File: config.mk
export PLATFORM = sky130hd
export DESIGN_NAME = tgi_front
export DESIGN_NICKNAME = d
export VERILOG_FILES = /design/src/hdl/tgi_pkg.sv /design/src/hdl/tgi_front.sv
export SDC_FILE = /design/constraint.sdc
export NUM_CORES = 1
export LEC_CHECK = 0
export BUFFER_PORTS_ARGS = -buffer_cell sky130_fd_sc_hd__clkbuf_2
export CAP_MARGIN = 20
export CORE_ASPECT_RATIO = 0.9
export CORE_MARGIN = 2
export CORE_UTILIZATION = 52
export DETAILED_ROUTE_END_ITERATION = 6
export GPL_ROUTABILITY_DRIVEN = 0
export HOLD_SLACK_MARGIN = 0.1
export PLACE_DENSITY_LB_ADDON = 0.08
export SYNTH_ARGS = -nofsm -noshare
export SYNTH_HDL_FRONTEND = slang
export SYNTH_SLANG_ARGS = --single-unit
export TNS_END_PERCENT = 20
File: constraint.sdc
create_clock -name i_clk -period 3.33 [get_ports i_clk]
set_input_delay 0.1665 -clock i_clk [delete_from_list [all_inputs] [get_ports i_clk]]
set_output_delay 0.1665 -clock i_clk [all_outputs]
set_load 0.02 [all_outputs]
File: src/hdl/tgi_pkg.sv
// Package for the turtle graphics interpreter: payload structs, codes,
// CORDIC constants and the queue entry type. No dependencies.
`default_nettype none
package tgi_pkg;

    localparam int STACK_DEPTH_DEF = 4096;
    localparam int NODE_ID_BITS_DEF = 20;
    localparam int MAX_SEG_DEF = 3;
    localparam int CORDIC_STEPS = 16;
    localparam int ID_W = 20;
    localparam int ADDR_W = 4;

    localparam logic [3:0] K_RESTART = 4'd0;
    localparam logic [3:0] K_DRAW = 4'd1;
    localparam logic [3:0] K_MOVE = 4'd2;
    localparam logic [3:0] K_TURN_CCW = 4'd3;
    localparam logic [3:0] K_TURN_CW = 4'd4;
    localparam logic [3:0] K_THIN = 4'd5;
    localparam logic [3:0] K_WIDE = 4'd6;
    localparam logic [3:0] K_PUSH = 4'd7;
    localparam logic [3:0] K_POP = 4'd8;
    localparam logic [3:0] K_NOP = 4'd9;

    localparam logic [1:0] E_OK = 2'd0;
    localparam logic [1:0] E_OVER = 2'd1;
    localparam logic [1:0] E_UNDER = 2'd2;

    localparam logic [1:0] R_START_X = 2'd0;
    localparam logic [1:0] R_START_Y = 2'd1;
    localparam logic [1:0] R_START_HD = 2'd2;
    localparam logic [1:0] R_NPS = 2'd3;

    localparam logic signed [33:0] CORDIC_START = 34'sd652032874;

    typedef struct packed {
        logic [3:0]         kind;
        logic signed [31:0] amount;
    } t_in;

    typedef struct packed {
        logic [1:0]         error_code;
        logic               node_valid;
        logic [ID_W-1:0]    node_id;
        logic signed [31:0] pos_x;
        logic signed [31:0] pos_y;
        logic [31:0]        heading;
        logic signed [31:0] line_width;
        logic               segment_valid;
        logic [ID_W-1:0]    seg_node_first;
        logic [ID_W-1:0]    seg_node_second;
        logic [ID_W-1:0]    seg_node_third;
    } t_out;

    // classified op in the queue
    typedef struct packed {
        logic [3:0]         kind;
        logic signed [31:0] amount;
        logic               is_move;
    } t_op;

    function automatic logic [30:0] arctan(input logic [3:0] i);
        case (i)
            4'd0: arctan = 31'd536870912;
            4'd1: arctan = 31'd316933406;
            4'd2: arctan = 31'd167458907;
            4'd3: arctan = 31'd85004756;
            4'd4: arctan = 31'd42667331;
            4'd5: arctan = 31'd21354465;
            4'd6: arctan = 31'd10680862;
            4'd7: arctan = 31'd5340245;
            4'd8: arctan = 31'd2670163;
            4'd9: arctan = 31'd1335087;
            4'd10: arctan = 31'd667544;
            4'd11: arctan = 31'd333772;
            4'd12: arctan = 31'd166886;
            4'd13: arctan = 31'd83443;
            4'd14: arctan = 31'd41722;
            default: arctan = 31'd20861;
        endcase
    endfunction

endpackage
`default_nettype wire

File: src/hdl/tgi_front.sv
// Front end: accepts input words, tags moves, and holds a two-entry queue.
// Depends on tgi_pkg.
`default_nettype none
module tgi_front (
    input  wire logic          i_clk,
    input  wire logic          i_rst_n,
    input  wire logic          i_valid,
    output logic               o_stall,
    input  wire tgi_pkg::t_in  i_data,
    output logic               o_q_valid,
    output tgi_pkg::t_op       o_q_op,
    input  wire logic          i_q_pop
);
    tgi_pkg::t_op r_mem [2];
    logic         r_wp, r_rp;
    logic [1:0]   r_cnt;
    logic         w_push;
    tgi_pkg::t_op w_op;

    assign o_stall = (r_cnt == 2'd2);
    assign w_push = i_valid && !o_stall;
    assign o_q_valid = (r_cnt != 2'd0);
    assign o_q_op = r_mem[r_rp];

    always_comb begin
        w_op.kind = i_data.kind;
        w_op.amount = i_data.amount;
        w_op.is_move = (i_data.kind == tgi_pkg::K_DRAW) || (i_data.kind == tgi_pkg::K_MOVE);
    end

    always_ff @(posedge i_clk) begin
        if (w_push) begin
            r_mem[r_wp] <= w_op;
        end
        if (!i_rst_n) begin
            r_wp <= 1'b0;
            r_rp <= 1'b0;
            r_cnt <= 2'd0;
        end else begin
            if (w_push) r_wp <= ~r_wp;
            if (i_q_pop) r_rp <= ~r_rp;
            r_cnt <= r_cnt + {1'b0, w_push} - {1'b0, i_q_pop};
        end
    end
endmodule
`default_nettype wire

# Yosys cells after proc, flatten, opt, wreduce, memory -nomap -nowiden
# Memory sizes are Yosys's and may differ from the RTL's. A register that Yosys moved wholly into a read port is not among the register bits.
# Index checks and enable logic that the tools add are counted.
# word_totals
out_inout_bits	39
mem_count	1
ramBits	74
register_bits	4
# mem_list
name	words	word_bits	rd	rd_clocked_by_memory_dff	write_ports	line_no	text
r_mem	2	37	1	1	1	tgi_front.sv:14	tgi_pkg::t_op r_mem [2];
# classes
bitwise_logic	2
n_eq_ne	3
reduce_logical	4
add_sub_neg	2
mux	4
# op_table
operator	count
$eq 4x1->1 const B	1
$eq 4x2->1 const B	1
$mux 1	4
$add 2x1->2	1
$eq 2x2->1 const B	1
$not 1->1	2
$reduce_bool 2->1	1
$sub 2x1->2	1
$logic_and 1x1->1	1
$logic_not 1->1	1
$logic_or 1x1->1	1

# Longest topological paths before layout
# depth
word_depth	5
ltp_mapped	8
ltp_nobuf	8

# Least setup slack after synthesis
# No wires, ideal clock.
# synth_timing
path_type	register to register
start	register r_cnt[0]
end	memory r_mem[0][0] (netlist bit) (enable)
period_less_slack_ns	2.548
setup_time_ns	0.431
path_stages_with_launch	4
n_path_buf	0
path_slack_ns	0.782
required_ns	2.899
arrival_ns	2.117
cell_sequence	dfxtp_1 nand2b_1 nand2_1 nor2_1
# synth_between
elab_chain_len	5
# synth_lines
element	line_no	text
from (decl)	tgi_front.sv:16	logic [1:0] r_cnt;
from (signal assigned)	tgi_front.sv:42	r_cnt <= r_cnt + {1'b0, w_push} - {1'b0, i_q_pop};
$eq 2x2->1	tgi_front.sv:20	assign o_stall = (r_cnt == 2'd2);
$logic_not 1->1	tgi_front.sv:21	assign w_push = i_valid && !o_stall;
$logic_and 1x1->1	tgi_front.sv:21	
$mux 1	tgi_front.sv:32	if (w_push) begin
$mux 1 (implied by the code)	tgi_front.sv:33	r_mem[r_wp] <= w_op;
to (decl)	tgi_front.sv:14	
# Every way passes these cells.

==> impl_results.md <==
- Number of fill cells: 371
- First-pass GRT wire length: 7970 um
- Cells along the critical path: buf_12, mux2_2, clkbuf_2
- GRT overflow: 0
- Crit path launch type: flip-flop
- Drt drc: 0
- Yosys reg bits: just under 80
- H-tree Lvls: 3
- Setup ws final: approximately 1400 ps
- Vias: roughly 1600
- Hold_sp: i_q_pop
- Slew HR: 0.293
- Final hold vios: 0
- # nets final: 307
- Hold path endpoint: r_rp
- Min Clock Period, post-route: between 1500 and 2000 ps
- Post-Syn Area: approximately 3000 um^2
- GRT Total Usage: 0.165
- Pwr per Cell Area: 612 nW/um^2
- Post-DR wirelength/cell: about 15 um
- Slew @ Worst Pin: ~1100 ps
- CP arrival: approximately 1800 ps
- Post-place setup slack: 1420 ps
- Worst skew pair latency: roughly 340 ps
- Syn_nets: between 150 and 200
- Min-delay worst type: in2reg
- Number of max-cap violations: 0
- Total clock sinks: just under 80
- Netlist cell types: 18
- Reg2Reg Depth: 3
- CP max FO: 22
- Skew final: 3.97 ps
- Crit Path Category: reg2out
- I/O Buffers: 78
- Post-Syn Instances: ~140
- Total CTS buffers: 9
- R2r setup slk: 1460 ps
- Initial Util: 0.538
- Die area: 6520 um^2
- Fin crit share: 0.592
- Vias in the first global route: 1735
- Critical R2R Launch: r_cnt[0]
- Crit. End Element: output port
- Max VDD drop: 0.491 mV
- Hold Crit Depth: 3
- Die H: between 70 and 80 um
- Die W: approximately 85 um
- Slowest CP cell: dfxtp_2
- Clock transition at the registers of the reported paths: ~70 ps
- Post-synthesis sequential area ratio: 0.758
- Max Transition Viols Final: 0
- F_max: about 510 MHz
- Core Region: about 5700 um^2
- Root Driver: clkbuf_8
- Overall power: roughly 2.5 mW
- TritonCTS clock tree: built
- Mean post-synth cell area: roughly 22 um^2
- DP HPWL: 3200 um
- Antenna-violating nets left: 0
- Total routed wirelength: approximately 4900 um
- DRT iter0 DRCs: between 50 and 60
- Reg-to-Reg End: r_mem[0][23]
- N_diodes: 0
- CP peak stage delay: around 650 ps
- Vias per cell: 4.79
- Area grow syn2layout: 31.7%
- Post-layout util: 0.709
- Static Leak: about 1.6 nW
- Row cnt: 26
- Status: finished clean
- Setup TNS: 0 ps
- Num ports: approximately 80
- CP required: between 3000 and 4000 ps
- Bufs on Longest Clock Path: 2
- RSZ-0062 raised after global routing: no
- Share of post-route cells with drive strength above 1: 0.496
- DRT Pass-1 Iters: 4
- Largest net degree at the start of global routing: 38
- Dpl cells: between 200 and 300
- Final cell count without fillers: 340
- Initial antenna violation count: 0
- Total number of yosys warnings: 0
- Final setup violation count: 0
-- worst max-delay path by stage --
stage                    from      endpoint  slack [ps]
global placement    flip-flop     o_q_op[5]        1490
CTS                 flip-flop     o_q_op[5]        1070
global route        flip-flop     o_q_op[0]        1240
finish              flip-flop     o_q_op[0]        1360
detailed placement   r_cnt[0]  r_mem[0][12]        1420
floorplan            r_cnt[0]   r_mem[0][0]         780
-- power by group --
| group | switching, mW | leakage, nW | internal, mW |
|---|---|---|---|
| Clock | 0.317 | 0.0797 | 0.266 |
| Sequential | 0.0525 | 0.732 | 1.26 |
| Combinational | 0.315 | 0.825 | 0.258 |
| Total | 0.685 | 1.64 | 1.78 |
-- final cells by class --
class,count,area (um^2),share of cell area
multi-input cells,56,667,0.165
clock inverters,6,37.5,0.00930
repair buffers,116,781,0.193
well taps,70,87.6,0.0217
flip-flops and latches,79,2320,0.576
inverters,3,11.3,0.00279
clock buffers,10,128,0.0316
-- cell usage after synthesis --
cell type | instances | area share
nand2b_1 | 2 | 0.0041
ha_1 | 2 | 0.0082
inv_1 | 3 | 0.0037
edfxtp_1 | 74 | 0.73
dfxtp_1 | 5 | 0.033
buf_12 | 3 | 0.020
nand2_1 | 2 | 0.0025
or2_2 | 1 | 0.0020
buf_6 | 1 | 0.0037
mux2_2 | 7 | 0.026
xor2_1 | 1 | 0.0029
and3_1 | 1 | 0.0020
mux2_4 | 30 | 0.15
nor2_1 | 4 | 0.0049
xnor2_1 | 3 | 0.0086
and2_1 | 1 | 0.0020
mux2i_1 | 1 | 0.0033
nor3_1 | 1 | 0.0016
-- metal layers --
| layer | share of wire | global-route usage |
|---|---|---|
| met5 | 0 | 0 |
| met4 | 0.013 | 0.0524 |
| met3 | 0.060 | 0.0700 |
| met2 | 0.54 | 0.295 |
| met1 | 0.38 | 0.176 |
-- kinds of logic (layout without fill, tap and decap cells) --
kind of cell / after synthesis / in the layout / share of synthesized area
muxes: 38 / 38 / 0.176
xor gates and xnor gates: 4 / 4 / 0.0114
buffers and inverters: 7 / 135 / 0.0270
adders and majority gates: 2 / 2 / 0.00817
DFF: 79 / 79 / 0.758
and+or+nand+nor: 12 / 12 / 0.0192
-- registers in the layout, summed over array words and instances (netlist names), named ones only --
register  flops
r_wp          1
r_cnt         2
r_rp          1
r_mem        74
-- worst max-delay path: cells and delay by family (launching register included) --
kind	cells	cell delay (ps)
flops	1	650
buf+inv	2	430
mux	1	360
-- timing repair --
action / CTS / global route
setup endpoints to repair: 0 / 0
hold buffers: 37 / 0
resized for setup: 0 / 0
buffers inserted: 0 / 0
hold endpoints to repair: 76 / 0
-- cells in the final DEF (no fill, tap or decap) --
| cell type | netlist | final |
|---|---|---|
| and3_2 | 0 | 1 |
| nor3_1 | 1 | 1 |
| xor2_1 | 1 | 1 |
| dfxtp_2 | 0 | 1 |
| mux2_4 | 30 | 30 |
| clkbuf_2 | 0 | 78 |
| ha_1 | 2 | 2 |
| inv_1 | 3 | 3 |
| nand2_1 | 2 | 2 |
| clkbuf_8 | 0 | 9 |
| or2_2 | 1 | 1 |
| nor2_1 | 4 | 3 |
| clkinv_1 | 0 | 1 |
| mux2_2 | 7 | 7 |
| dfxtp_1 | 5 | 4 |
| and2_1 | 1 | 1 |
| nand2b_1 | 2 | 2 |
| nor2_4 | 0 | 1 |
| dlygate4sd3_1 | 0 | 37 |
| clkinvlp_4 | 0 | 2 |
| edfxtp_1 | 74 | 74 |
| clkinv_4 | 0 | 1 |
| clkbuf_1 | 0 | 1 |
| clkinv_2 | 0 | 2 |
| xnor2_1 | 3 | 3 |
| buf_12 | 3 | 1 |
| mux2i_1 | 1 | 1 |
-- per-stage QoR --
stage                     hold WS, ps  area (um^2)
after detailed placement          361         3480
after CTS                         101         4020
after global placement            356         3480
final                             119         4040
after floorplan                   265         3060
after global routing              106         4040
Power figures use the tool's default switching activity.
